$ cat src/hw/rtl/trf_pkg.sv
// ----------------------------------------------------------------------------
// trf_pkg - shared types and constants of the tile rotate/flip engine
// Field widths, action codes, register indexes and the transfer position
// struct passed from the address unit to the sequencer.
// ----------------------------------------------------------------------------
package trf_pkg;

	// fixed field widths
	localparam int SIDE_W    = 4;   // grid width / height
	localparam int IDX_W     = 6;   // cell_index field
	localparam int VAL_W     = 8;   // cell_value / read_value fields
	localparam int ACT_W     = 3;   // action field
	localparam int PROD_W    = 8;   // side times side, linear positions
	localparam int CFG_IDX_W = 1;   // register index
	localparam int CFG_W     = 4;   // widest register

	// parameter defaults
	localparam int DEF_MAX_SIDE   = 8;
	localparam int DEF_VALUE_BITS = 8;

	// side after reset, for the grid and both start registers
	localparam logic [SIDE_W-1:0] RESET_SIDE = SIDE_W'(5);

	// register indexes
	localparam logic [CFG_IDX_W-1:0] CFG_START_W = 1'b0;
	localparam logic [CFG_IDX_W-1:0] CFG_START_H = 1'b1;

	typedef enum logic [ACT_W-1:0] {
		ACT_WRITE   = 3'd0,
		ACT_READ    = 3'd1,
		ACT_ROT_R   = 3'd2,
		ACT_ROT_L   = 3'd3,
		ACT_ROT_180 = 3'd4,
		ACT_FLIP_H  = 3'd5,
		ACT_FLIP_V  = 3'd6,
		ACT_INIT    = 3'd7
	} action_t;

	// one step of a grid transform: source, destination, final step
	typedef struct packed {
		logic [PROD_W-1:0] src;
		logic [PROD_W-1:0] dst;
		logic              last;
	} xfer_pos_t;

endpackage

$ cat src/hw/rtl/trf_store.sv
// ----------------------------------------------------------------------------
// trf_store - ping-pong element store
// Two banks of cells. One bank holds the current grid; a transform reads it
// and writes the other bank, which then becomes the grid. Read data is
// registered.
// ----------------------------------------------------------------------------
module trf_store #(
	parameter int VALUE_BITS = trf_pkg::DEF_VALUE_BITS,
	parameter int CELLS      = trf_pkg::DEF_MAX_SIDE * trf_pkg::DEF_MAX_SIDE,
	parameter int ADDR_W     = 6
) (
	input  logic                  clk,
	input  logic                  bank,      // bank holding the current grid
	input  logic                  xfer,      // write goes to the other bank
	input  logic [ADDR_W-1:0]     rd_addr,
	input  logic                  wr_en,
	input  logic [ADDR_W-1:0]     wr_addr,
	input  logic [VALUE_BITS-1:0] wr_data,
	output logic [VALUE_BITS-1:0] rd_data
);

	logic [VALUE_BITS-1:0] bank0_q [CELLS];
	logic [VALUE_BITS-1:0] bank1_q [CELLS];
	logic [VALUE_BITS-1:0] rd0_q;
	logic [VALUE_BITS-1:0] rd1_q;
	logic                  rsel_q;
	logic                  wr_bank;

	assign wr_bank = xfer ? ~bank : bank;

	// write the selected bank
	always_ff @(posedge clk) begin
		if (wr_en && !wr_bank) begin
			bank0_q[wr_addr] <= wr_data;
		end
		if (wr_en && wr_bank) begin
			bank1_q[wr_addr] <= wr_data;
		end
	end

	// read both banks, pick the grid bank after the register
	always_ff @(posedge clk) begin
		rd0_q  <= bank0_q[rd_addr];
		rd1_q  <= bank1_q[rd_addr];
		rsel_q <= bank;
	end

	assign rd_data = rsel_q ? rd1_q : rd0_q;

endmodule

$ cat src/hw/rtl/trf_addr_unit.sv
// ----------------------------------------------------------------------------
// trf_addr_unit - transform address generator
// Walks the new grid row-major and computes the source cell of each step
// with one shared multiply-add against the old width; the half turn mirrors the linear position instead.
// ----------------------------------------------------------------------------
module trf_addr_unit (
	input  logic                          clk,
	input  logic                          arst_n,
	input  logic                          load,
	input  logic                          adv,
	input  trf_pkg::action_t              mode,
	input  logic [trf_pkg::SIDE_W-1:0]    old_w,
	input  logic [trf_pkg::SIDE_W-1:0]    old_h,
	input  logic [trf_pkg::PROD_W-1:0]    cells_n,
	output trf_pkg::xfer_pos_t            pos
);

	import trf_pkg::*;

	action_t           mode_q;
	logic [SIDE_W-1:0] ow_q;
	logic [SIDE_W-1:0] oh_q;
	logic [SIDE_W-1:0] nw_q;
	logic [PROD_W-1:0] n_q;
	logic [SIDE_W-1:0] r_q;
	logic [SIDE_W-1:0] c_q;
	logic [PROD_W-1:0] dst_q;
	logic [SIDE_W-1:0] mul_a;
	logic [SIDE_W-1:0] addend;
	logic [PROD_W-1:0] prod;
	logic              rotate;

	assign rotate = (mode == ACT_ROT_R) || (mode == ACT_ROT_L);

	// latch the transform on load
	always_ff @(posedge clk) begin
		if (load) begin
			mode_q <= mode;
			ow_q   <= old_w;
			oh_q   <= old_h;
			nw_q   <= rotate ? old_h : old_w;
			n_q    <= cells_n;
		end
	end

	// advance row, column and destination counters
	always_ff @(posedge clk or negedge arst_n) begin
		if (!arst_n) begin
			r_q   <= '0;
			c_q   <= '0;
			dst_q <= '0;
		end else if (load) begin
			r_q   <= '0;
			c_q   <= '0;
			dst_q <= '0;
		end else if (adv) begin
			dst_q <= dst_q + PROD_W'(1);
			if (c_q == nw_q - SIDE_W'(1)) begin
				c_q <= '0;
				r_q <= r_q + SIDE_W'(1);
			end else begin
				c_q <= c_q + SIDE_W'(1);
			end
		end
	end

	// pick multiplier and addend operands for the mode
	always_comb begin
		unique case (mode_q)
			ACT_ROT_R: begin
				mul_a  = oh_q - SIDE_W'(1) - c_q;
				addend = r_q;
			end
			ACT_ROT_L: begin
				mul_a  = c_q;
				addend = ow_q - SIDE_W'(1) - r_q;
			end
			ACT_FLIP_H: begin
				mul_a  = r_q;
				addend = ow_q - SIDE_W'(1) - c_q;
			end
			default: begin
				mul_a  = oh_q - SIDE_W'(1) - r_q;
				addend = c_q;
			end
		endcase
	end

	// shared multiply-add; the half turn mirrors the linear position
	assign prod    = PROD_W'(mul_a) * PROD_W'(ow_q);
	assign pos.src = (mode_q == ACT_ROT_180) ? (n_q - PROD_W'(1) - dst_q)
	                                         : (prod + PROD_W'(addend));
	assign pos.dst  = dst_q;
	assign pos.last = (dst_q == n_q - PROD_W'(1));

endmodule

$ cat src/hw/rtl/tile_rotate_flip_engine_unit.sv
// ----------------------------------------------------------------------------
// tile_rotate_flip_engine_unit - small grid with rotate and flip actions
// Row-major grid of elements with a current width and height. Actions write
// or read one cell, rotate the grid by 90 (either way) or 180 degrees, mirror
// it, or start a new grid with the configured sizes.
//
//   port group   dir  handshake        payload
//   ----------   ---  ---------------  ----------------------------------------
//   command      in   start / busy     action, cell_index, cell_value
//   result       out  done strobe      read_value, width_now, height_now,
//                                      index_error
//   config       in   cfg_we           cfg_index, cfg_wdata
//
// Write, read and init: done one cycle after the accepting edge.
// Transforms: states S_XFER, S_TAIL and S_FIN in that order; the
// address unit and the single read port of the store move one cell a cycle.
// A new command is taken in the cycle in which done is high.
// Reset sets the grid and both start registers to 5x5; no clearing pass.
// Results cannot be stalled: done is high for exactly one cycle.
// ----------------------------------------------------------------------------
module tile_rotate_flip_engine_unit #(
	parameter int MAX_SIDE   = trf_pkg::DEF_MAX_SIDE,
	parameter int VALUE_BITS = trf_pkg::DEF_VALUE_BITS
) (
	input  logic                             clk,
	input  logic                             arst_n,
	input  logic                             cfg_we,
	input  logic [trf_pkg::CFG_IDX_W-1:0]    cfg_index,
	input  logic [trf_pkg::CFG_W-1:0]        cfg_wdata,
	input  logic                             start,
	input  logic [trf_pkg::ACT_W-1:0]        action,
	input  logic [trf_pkg::IDX_W-1:0]        cell_index,
	input  logic [trf_pkg::VAL_W-1:0]        cell_value,
	output logic                             busy,
	output logic                             done,
	output logic [trf_pkg::VAL_W-1:0]        read_value,
	output logic [trf_pkg::SIDE_W-1:0]       width_now,
	output logic [trf_pkg::SIDE_W-1:0]       height_now,
	output logic                             index_error
);

	import trf_pkg::*;

	localparam int CELLS  = MAX_SIDE * MAX_SIDE;
	localparam int ADDR_W = (CELLS > 1) ? $clog2(CELLS) : 1;
	localparam logic [PROD_W:0]     CELLS_EXT = (PROD_W + 1)'(CELLS);
	localparam logic [SIDE_W:0]     SIDE_MAX  = (SIDE_W + 1)'(MAX_SIDE);

	typedef enum logic [3:0] {
		S_IDLE = 4'b0001,
		S_XFER = 4'b0010,
		S_TAIL = 4'b0100,
		S_FIN  = 4'b1000
	} state_t;

	state_t            state_q;
	action_t           act_in;
	action_t           act_q;
	logic [IDX_W-1:0]  idx_q;
	logic [SIDE_W-1:0] start_w_q;
	logic [SIDE_W-1:0] start_h_q;
	logic [SIDE_W-1:0] w_q;
	logic [SIDE_W-1:0] h_q;
	logic [SIDE_W-1:0] init_w;
	logic [SIDE_W-1:0] init_h;
	logic              bank_q;
	logic              accept;
	logic              is_xform;
	logic              xfer_mode;
	logic [PROD_W-1:0] area;
	logic [PROD_W-1:0] in_idx_ext;
	logic [PROD_W-1:0] q_idx_ext;
	logic              in_ok;
	logic              fin_err;
	xfer_pos_t         pos;
	logic              wen_s1;
	logic              zero_s1;
	logic [PROD_W-1:0] dst_s1;
	logic [ADDR_W-1:0] rd_addr;
	logic              wr_en;
	logic [ADDR_W-1:0] wr_addr;
	logic [VALUE_BITS-1:0] wr_data;
	logic [VALUE_BITS-1:0] rd_data;
	logic              done_q;
	logic [VAL_W-1:0]  read_value_q;
	logic              index_error_q;

	assign act_in   = action_t'(action);
	assign busy     = (state_q != S_IDLE);
	assign accept   = start && !busy;
	assign is_xform = (act_in != ACT_WRITE) && (act_in != ACT_READ) &&
	                  (act_in != ACT_INIT);
	assign xfer_mode = (state_q == S_XFER) || (state_q == S_TAIL);

	assign area       = PROD_W'(w_q) * PROD_W'(h_q);
	assign in_idx_ext = PROD_W'(cell_index);
	assign q_idx_ext  = PROD_W'(idx_q);
	assign in_ok      = (in_idx_ext < area) && ({1'b0, in_idx_ext} < CELLS_EXT);
	assign fin_err    = !(q_idx_ext < area);

	// saturate the start sizes to 1..MAX_SIDE
	assign init_w = (start_w_q == '0) ? SIDE_W'(1) :
	                (({1'b0, start_w_q}) > SIDE_MAX) ? SIDE_W'(MAX_SIDE) : start_w_q;
	assign init_h = (start_h_q == '0) ? SIDE_W'(1) :
	                (({1'b0, start_h_q}) > SIDE_MAX) ? SIDE_W'(MAX_SIDE) : start_h_q;

	// configuration registers
	always_ff @(posedge clk or negedge arst_n) begin
		if (!arst_n) begin
			start_w_q <= RESET_SIDE;
			start_h_q <= RESET_SIDE;
		end else if (cfg_we) begin
			if (cfg_index == CFG_START_W) begin
				start_w_q <= cfg_wdata;
			end
			if (cfg_index == CFG_START_H) begin
				start_h_q <= cfg_wdata;
			end
		end
	end

	// hold the command payload
	always_ff @(posedge clk) begin
		if (accept) begin
			act_q <= act_in;
			idx_q <= cell_index;
		end
	end

	// sequencer, grid sizes and bank select
	always_ff @(posedge clk or negedge arst_n) begin
		if (!arst_n) begin
			state_q <= S_IDLE;
			w_q     <= RESET_SIDE;
			h_q     <= RESET_SIDE;
			bank_q  <= 1'b0;
			done_q  <= 1'b0;
		end else begin
			done_q <= 1'b0;
			unique case (state_q)
				S_IDLE: begin
					if (accept) begin
						if (act_in == ACT_INIT) begin
							w_q <= init_w;
							h_q <= init_h;
						end
						state_q <= is_xform ? S_XFER : S_FIN;
					end
				end
				S_XFER: begin
					if (pos.last) begin
						state_q <= S_TAIL;
					end
				end
				S_TAIL: begin
					bank_q <= ~bank_q;
					if ((act_q == ACT_ROT_R) || (act_q == ACT_ROT_L)) begin
						w_q <= h_q;
						h_q <= w_q;
					end
					state_q <= S_FIN;
				end
				S_FIN: begin
					done_q  <= 1'b1;
					state_q <= S_IDLE;
				end
				default: state_q <= S_IDLE;
			endcase
		end
	end

	// address unit: one source position per cycle
	trf_addr_unit u_addr (
		.clk     (clk),
		.arst_n  (arst_n),
		.load    (accept && is_xform),
		.adv     (state_q == S_XFER),
		.mode    (act_in),
		.old_w   (w_q),
		.old_h   (h_q),
		.cells_n (area),
		.pos     (pos)
	);

	// align the destination with the registered read data
	always_ff @(posedge clk or negedge arst_n) begin
		if (!arst_n) begin
			wen_s1 <= 1'b0;
		end else begin
			wen_s1 <= (state_q == S_XFER) && ({1'b0, pos.dst} < CELLS_EXT);
		end
	end

	always_ff @(posedge clk) begin
		dst_s1  <= pos.dst;
		zero_s1 <= !({1'b0, pos.src} < CELLS_EXT);
	end

	// store port steering
	assign rd_addr = (state_q == S_XFER) ? pos.src[ADDR_W-1:0] : in_idx_ext[ADDR_W-1:0];
	assign wr_en   = xfer_mode ? wen_s1 : (accept && (act_in == ACT_WRITE) && in_ok);
	assign wr_addr = xfer_mode ? dst_s1[ADDR_W-1:0] : in_idx_ext[ADDR_W-1:0];
	assign wr_data = xfer_mode ? (zero_s1 ? '0 : rd_data) : VALUE_BITS'(cell_value);

	trf_store #(
		.VALUE_BITS (VALUE_BITS),
		.CELLS      (CELLS),
		.ADDR_W     (ADDR_W)
	) u_store (
		.clk     (clk),
		.bank    (bank_q),
		.xfer    (xfer_mode),
		.rd_addr (rd_addr),
		.wr_en   (wr_en),
		.wr_addr (wr_addr),
		.wr_data (wr_data),
		.rd_data (rd_data)
	);

	// result registers
	always_ff @(posedge clk) begin
		if (state_q == S_FIN) begin
			index_error_q <= fin_err;
			if ((act_q == ACT_READ) && !fin_err && ({1'b0, q_idx_ext} < CELLS_EXT)) begin
				read_value_q <= VAL_W'(rd_data);
			end else begin
				read_value_q <= '0;
			end
		end
	end

	assign done        = done_q;
	assign read_value  = read_value_q;
	assign width_now   = w_q;
	assign height_now  = h_q;
	assign index_error = index_error_q;

	// a result transfer only leaves the block idle
	a_done_idle: assert property (@(posedge clk) disable iff (!arst_n)
		done |-> !busy)
		else $error("done while busy");

	// busy only follows an accepted command
	a_busy_start: assert property (@(posedge clk) disable iff (!arst_n)
		$rose(busy) |-> $past(start))
		else $error("busy without start");

	// sizes hold while no command is taken
	a_size_hold: assert property (@(posedge clk) disable iff (!arst_n)
		(!busy && !start) |=> ($stable(w_q) && $stable(h_q)))
		else $error("grid size changed while idle");

	// last write of a transform leads straight to the result
	a_tail_fin: assert property (@(posedge clk) disable iff (!arst_n)
		(state_q == S_TAIL) |=> (state_q == S_FIN))
		else $error("tail not followed by finish");

	// a transform never writes the store from the command port
	a_xfer_wr: assert property (@(posedge clk) disable iff (!arst_n)
		(state_q == S_XFER) |-> (wr_en == wen_s1))
		else $error("stray write during transform");

endmodule
$ cat config.mk
export PLATFORM = sky130hd
export DESIGN_NAME = tile_rotate_flip_engine_unit
export DESIGN_NICKNAME = d
export VERILOG_FILES = /design/src/hw/rtl/trf_pkg.sv /design/src/hw/rtl/trf_store.sv /design/src/hw/rtl/trf_addr_unit.sv /design/src/hw/rtl/tile_rotate_flip_engine_unit.sv
export SDC_FILE = /design/constraint.sdc
export NUM_CORES = 2
export LEC_CHECK = 0
export ABC_CLOCK_PERIOD_IN_PS = 8900
export BUFFER_PORTS_ARGS = -buffer_cell sky130_fd_sc_hd__buf_2
export CAP_MARGIN = 0
export CORE_MARGIN = 4
export CORE_UTILIZATION = 58
export DETAILED_ROUTE_END_ITERATION = 10
export PLACE_DENSITY_LB_ADDON = 0.2
export SLEW_MARGIN = 20
export SYNTH_ARGS = -nofsm -noshare
export SYNTH_HDL_FRONTEND = slang
export SYNTH_SLANG_ARGS = --single-unit
export TNS_END_PERCENT = 20
$ cat constraint.sdc
create_clock -name clk -period 8.9 [get_ports clk]
set_input_delay 1.335 -clock clk [delete_from_list [all_inputs] [get_ports clk]]
set_output_delay 1.335 -clock clk [all_outputs]
set_load 0.005 [all_outputs]
# ---- Word level (Yosys, flattened, before mapping)
# Memories as Yosys holds them, arrays and structs flattened. A register that Yosys moved wholly into a read port is not among the register bits.
# Cells that the tools add are included.
dict set report totals {
  mem_count 2
  reg_bits 88
  input_bits 26
  elab_cells 144
  ram_bits 1024
  out_inout_bits 19
}
dict set report op_classes {
  eq_ne 23
  reduce_logical 31
  bitwise 2
  n_lt_le_gt_ge 8
  add_sub_neg 13
  mul 2
  muxes 40
}
# memory words word_bits read_ports rd_clocked_by_memory_dff write_ports line
set mem_list {}
lappend mem_list {u_store.bank0_q 64 8 1 1 1 trf_store.sv:22} ;# logic [VALUE_BITS-1:0] bank0_q [CELLS];
lappend mem_list {u_store.bank1_q 64 8 1 1 1 trf_store.sv:23} ;# logic [VALUE_BITS-1:0] bank1_q [CELLS];
# cell count
set op_table {}
lappend op_table {{4-bit 2-to-1 mux} 20}
lappend op_table {{8-bit 2-to-1 mux} 6}
lappend op_table {{4-bit one-hot mux with 3 select lines} 3}
lappend op_table {{3-bit by 2-bit == test with 1-bit output, second input constant} 6}
lappend op_table {{6-bit by 8-bit < comparator with 1-bit output} 2}
lappend op_table {{8-bit by 7-bit < comparator with 1-bit output, second input constant} 2}
lappend op_table {{4-bit by 4-bit multiplier with 8-bit output} 2}
lappend op_table {{4-bit one-hot mux with 2 select lines} 2}
lappend op_table {{4-bit subtractor} 4}
lappend op_table {{6-bit by 7-bit < comparator with 1-bit output, second input constant} 2}
lappend op_table {{1-bit logical AND} 12}
lappend op_table {{6-bit 2-to-1 mux} 2}
lappend op_table {{4-bit by 1-bit subtractor with 4-bit output, second input constant} 3}
lappend op_table {{3-bit == test, second input constant} 3}
lappend op_table {{4-bit by 1-bit adder with 4-bit output, second input constant} 2}
lappend op_table {{8-bit by 1-bit adder with 8-bit output, second input constant} 1}
lappend op_table {{8-bit by 4-bit adder with 8-bit output} 1}
lappend op_table {{8-bit == test} 1}
lappend op_table {{4-bit > comparator, second input constant} 2}
lappend op_table {{4-bit logical NOT} 2}
lappend op_table {{2-bit AND reduction} 4}
lappend op_table {{8-bit by 1-bit subtractor with 8-bit output, second input constant} 1}
lappend op_table {{8-bit subtractor} 1}
lappend op_table {{1-bit 2-to-1 mux} 7}
lappend op_table {{other kinds (18)} 28}

# ---- Depth between registers and ports, before layout
dict set report depth {
  ltp_word 9
  depth_mapped 27
  mapped_depth_nobuf 25
}

# ---- By module
# A second synthesis with hierarchy kept.
dict set report hier_totals {
  cells_unflattened 2564
  hier_area_um2 46713.6
}
# module instances area_per_inst_um2 seq_area_each_um2 cells_each
set by_module_without_submodules {}
lappend by_module_without_submodules {trf_store 1 40431.3 31089.8 1916}
lappend by_module_without_submodules {trf_addr_unit 1 3450.8 1091.0 370}
lappend by_module_without_submodules {tile_rotate_flip_engine_unit 1 2831.5 1267.5 278}

# ---- Least setup slack after synthesis
# Ideal clock, no wire load.
dict set report synth_timing {
  kind {reg-to-reg}
  start {reg state_q[2]}
  end {mem u_store.bank0_q[0][5] in the netlist's numbering (data pin)}
  stages_incl_launch_ff 7
  slack_ns 0.904
  path_buffers 3
  period_less_slack_ns 7.996
  arrival_ns 6.769
  required_time_ns 7.673
  setup_ns 1.227
  cell_sequence {dfrtp_1 -> xnor2_1 -> or3_1 -> clkbuf_1 -> clkbuf_1 -> clkbuf_1 -> o31ai_1}
}
dict set report synth_between {
  elab_chain_cells 3
  elab_cells_between_ends 4
  classes_between {2 x eq/ne; 1 x mux; 1 x reduce/logical}
}
# element line
set synth_lines {}
lappend synth_lines {{from (decl)} tile_rotate_flip_engine_unit.sv:56} ;# state_t state_q;
lappend synth_lines {{from (signal assigned)} tile_rotate_flip_engine_unit.sv:147} ;# state_q <= is_xform ? S_XFER : S_FIN;
lappend synth_lines {{4-bit by 2-bit == test with 1-bit output or 4-bit by 3-bit == test with 1-bit output (tied branches)} tile_rotate_flip_engine_unit.sv:93} ;# assign xfer_mode = (state_q == S_XFER) || (state_q == S_TAIL);
lappend synth_lines {{1-bit logical OR (*)} tile_rotate_flip_engine_unit.sv:93}
lappend synth_lines {{8-bit 2-to-1 mux (*)} tile_rotate_flip_engine_unit.sv:203} ;# assign wr_data = xfer_mode ? (zero_s1 ? '0 : rd_data) : VALUE_BITS'(cell_value);
lappend synth_lines {{via u_store.wr_data[5]} trf_store.sv:18} ;# input logic [VALUE_BITS-1:0] wr_data,
lappend synth_lines {{to (decl)} trf_store.sv:22}
# The timed path passes the listed nets; every way through them passes the cells marked *.

# ---- Final worst setup path
dict set report layout_timing {
  start {reg u_addr.mode_q[1]}
  end {reg u_store.rd1_q[5], read port of u_store.bank1_q}
}
dict set report layout_between {
  elab_chain_cells 6
  elab_cells_between_ends 10
  classes_between {1 x add/sub; 1 x mul; 4 x eq/ne; 4 x mux}
}
# element line
set layout_lines {}
lappend layout_lines {{from (decl)} trf_addr_unit.sv:20} ;# action_t mode_q;
lappend layout_lines {{from (signal assigned)} trf_addr_unit.sv:38} ;# mode_q <= mode;
lappend layout_lines {{3-bit == test or 3-bit by 2-bit == test with 1-bit output (tied branches)} trf_addr_unit.sv:69} ;# unique case (mode_q)
lappend layout_lines {{4-bit one-hot mux with 3 select lines} trf_addr_unit.sv:69}
lappend layout_lines {{4-bit by 4-bit multiplier with 8-bit output} trf_addr_unit.sv:90} ;# assign prod = PROD_W'(mul_a) * PROD_W'(ow_q);
lappend layout_lines {{8-bit by 4-bit adder with 8-bit output} trf_addr_unit.sv:92} ;# : (prod + PROD_W'(addend));
lappend layout_lines {{8-bit 2-to-1 mux (*)} trf_addr_unit.sv:91} ;# assign pos.src = (mode_q == ACT_ROT_180) ? (n_q - PROD_W'(1) - dst_q)
lappend layout_lines {{6-bit 2-to-1 mux (*)} tile_rotate_flip_engine_unit.sv:200} ;# assign rd_addr = (state_q == S_XFER) ? pos.src[ADDR_W-1:0] : in_idx_ext[ADDR_W-1:0];
lappend layout_lines {{to (decl)} trf_store.sv:25} ;# logic [VALUE_BITS-1:0] rd1_q;
# Every way passes the cells marked *; elsewhere a longest branch is shown, timed or not.
# A chain may end at the register's enable or synchronous reset.

==> results.sh <==
export IMPL_gp_congestion=0.982
export IMPL_first_global_vias=29470
export IMPL_post_route_util=0.650
export IMPL_rsz0062_at_grt="no"
export IMPL_dieHeight_um=294
export IMPL_synth_nets=3566
export IMPL_routed_wl_met3_um=12900
export IMPL_top_layer="met4"
export IMPL_wl_met2_um=59700
export IMPL_critical_path_class="register to register"
export IMPL_synth_common_cells="edfxtp_1 (1,065), nand2_1 (629), nand3_1 (200)"
export IMPL_final_cell_area_um2=52500
export IMPL_setup_violations=0
export IMPL_grt_max_degree=99
export IMPL_startpoint_type="register"
export IMPL_cts_resized=0
export IMPL_syn_avg_cell_area_um2=13.7
export IMPL_yosys_most_used_dff="edfxtp_1"
export IMPL_fill_cells=5677
export IMPL_grt_pass1_wl_um=190000
export IMPL_async_flop_share=0.0346
export IMPL_vias=30465
export IMPL_p_sw_w=0.00514
export IMPL_startpoint="u_addr.mode_q[1]"
export IMPL_rows=104
export IMPL_p_per_area_nw_per_um2=292
export IMPL_netlist_instances=3468
export IMPL_ys_types=69
export IMPL_p_comb_frac=0.277
export IMPL_p_int_w=0.0102
export IMPL_slowest_delay_ns=0.82
export IMPL_dp_hpwl_um=79100
export IMPL_pin_count=45
export IMPL_p_leak_nw=18.0
export IMPL_synth_enable_flop_cells=1065
export IMPL_r2r_end="u_store.rd1_q[5]"
export IMPL_setup_worst_path_end="u_store.rd1_q[5]"
export IMPL_antenna_cells=0
export IMPL_relSlewSlack=0.244
export IMPL_hold_violations=0
export IMPL_grt_remaining_overflow=0
export IMPL_power_share_sequential=0.422
export IMPL_holdBufCountCts=0
export IMPL_status="finished, final reports clean"
export IMPL_wl_met1_um=49000
export IMPL_antenna_left=0
export IMPL_yosysTopAreaCellShare=0.674
export IMPL_post_route_min_period_ns=7.92
export IMPL_finalPower_w=0.0154
export IMPL_die_x_um=294
export IMPL_post_cts_buffers=0
export IMPL_crit_top_cell="fa_1"
export IMPL_root_buffer="clkbuf_16"
export IMPL_arrival_ns=8.53
export IMPL_wirelength_um=128000
export IMPL_drcViolationCount=0
export IMPL_worst_r2r_setup_slack_ns=0.98
export IMPL_power_frac_clock=0.300
export IMPL_h_tree_depth=3
export IMPL_synth_seq_cells=1128
export IMPL_fin_nets=3569
export IMPL_yosysMostFrequentCell="edfxtp_1"
export IMPL_die_area_um2=86400
export IMPL_synth_area_um2=47400
export IMPL_critPathRequiredTime_ns=9.51
export IMPL_min_period_over_period=0.890
export IMPL_finalMaxSlewViolations=0
export IMPL_yosysSeqAreaShare=0.705
export IMPL_cp_cell_sequence="nor3b_1 > mux2_2 > ha_1 > fa_1 > xor2_1 > nor2_1 > a21oi_1 > o22ai_1 > a21o_1 > nand2_1 > fa_1 > fa_1 > fa_1 > inv_1 > ha_1 > a21oi_1 > xnor2_1 > a2bb2oi_1 > nand2_1 > buf_4 > a2111oi_0 > a311oi_1 > a22o_1"
export IMPL_finalClockSkew_ns=0.0509
export IMPL_grt_usage=0.294
export IMPL_yosys_warnings=0
export IMPL_placed_area_um2=48900
export IMPL_cts_buffers=110
export IMPL_crit_fanout=23
export IMPL_cts_tree="built"
export IMPL_maxCapViolations=0
export IMPL_end_kind="register"
export IMPL_finalSetupTns_ns=0
export IMPL_cts_sinks=1128
export IMPL_start_util=0.587
export IMPL_routedWlPerCell_um=27.7
export IMPL_hp_class="register to register"
export IMPL_reg2regPathDepth=23
export IMPL_worst_pin_slew_ns=1.13
export IMPL_dr_pass1_iters=6
export IMPL_synthToLayoutAreaGrowth_pct=10.7
export IMPL_peakVddDrop_mv=0.197
export IMPL_clock_path_buffers=3
export IMPL_crit_slowest_cell="a2111oi_0"
export IMPL_switching_share=0.335
export IMPL_clk_latency_ns=0.72
export IMPL_drt_iter0_markers=4105
export IMPL_synth_top_area_cell="edfxtp_1"
export IMPL_io_buffers=44
export IMPL_clk_pin_slew_ns=0.06
export IMPL_synth_top_cells_by_area="edfxtp_1 (67%), nand2_1 (5.0%), mux2i_1 (3.0%), nand3_1 (2.1%), a32oi_1 (1.7%)"
export IMPL_vias_per_cell=6.59
export IMPL_layout_drive_gt1_share=0.0982
export IMPL_rr_startpoint="u_addr.mode_q[1]"
export IMPL_fmax_mhz=126
export IMPL_core_area_um2=80800
export IMPL_antenna_found_initial=0
-- layer usage --
metal  up-vias  global-route usage
met5         -                   0
met4         0               0.124
met3       351              0.0629
met2      1770               0.463
met1     15184               0.402
li1      13160                   -
-- power by group through the flow --
stage | registers, W | clock network [W] | logic, W
5_1_grt | 0.00650 | 0.00487 | 0.00457
3_5_place_dp | 0.00659 | 0 | 0.00417
4_1_cts | 0.00648 | 0.00465 | 0.00420
3_3_place_gp | 0.00658 | 0 | 0.00408
2_1_floorplan | 0.00655 | 0 | 0.00270
6_report | 0.00649 | 0.00461 | 0.00426
-- layout make-up --
cell class | count | area (um^2) | area share
Clock buffer | 136 | 2870 | 0.0546
Tap cell | 1060 | 1330 | 0.0252
Timing Repair Buffer | 118 | 892 | 0.0170
Sequential cell | 1128 | 33400 | 0.637
Multi-Input combinational cell | 2056 | 13000 | 0.248
Inverter | 57 | 214 | 0.00407
Clock inverter | 70 | 744 | 0.0142
-- cell families (layout without fill, tap and decap cells) --
group	count (synthesis)	in the layout	share of synthesized area
multiplexers	178	178	0.0438
XOR/XNOR	44	44	0.00812
adder cells (fa/ha/maj)	72	72	0.0212
AO/OA/AOI/OAI	527	527	0.0809
AND/OR/NAND/NOR	1235	1235	0.116
buffers and inverters	284	381	0.0251
flip-flops	1128	1128	0.705
-- how the worst min path moves through the flow --
stage                     slack [ns]            start              to  depth (start not counted)
after floorplan                 0.35           bank_q  u_store.rsel_q                          0
after global placement          0.36  u_addr.dst_q[5]       dst_s1[5]                          0
after detailed placement        0.36  u_addr.dst_q[5]       dst_s1[5]                          0
after CTS                       0.37  u_addr.dst_q[5]       dst_s1[5]                          0
after global routing            0.37  u_addr.dst_q[5]       dst_s1[5]                          0
final                           0.36  u_addr.dst_q[5]       dst_s1[5]                          0
-- flip-flops by register name, indices dropped and copies added (netlist names), 6 cells and up --
| register | count |
|---|---|
| u_store.bank0_q | 512 |
| u_store.bank1_q | 512 |
| read_value | 8 |
| u_addr.dst_q | 8 |
| u_addr.n_q | 8 |
| u_store.rd0_q | 8 |
| u_store.rd1_q | 8 |
| dst_s1 | 6 |
| idx_q | 6 |
-- critical path: cells and delay by family (launching register included) --
kind	cells	cell delay (ns)
xor gates and xnor gates	2	0.31
buffers and inverters	2	0.45
DFF	1	0.79
adders and majority gates	6	2.32
and+or+nand+nor	4	1.24
AOI/OAI and AO/OA	8	2.31
muxes	1	0.41
-- metrics by stage --
stage,cells,worst slack (ns),hold WS [ns]
2_1_floorplan,3468,0.904,0.345
3_3_place_gp,4419,1.20,0.363
3_5_place_dp,4419,1.09,0.356
4_1_cts,4625,1.04,0.367
5_1_grt,4625,0.569,0.374
6_report,4625,0.978,0.363
-- cell usage in the layout (no fill, tap or decap), drive strengths merged, types with 58 or more instances in the layout --
cell type / instances
clkbuf: 136
nand3: 200
and3: 96
nand2: 631
ha: 58
buf: 118
a211oi: 79
a32oi: 94
o21ai: 78
mux2i: 140
nor2: 185
edfxtp: 1065
(Power assumes the default switching activity.)
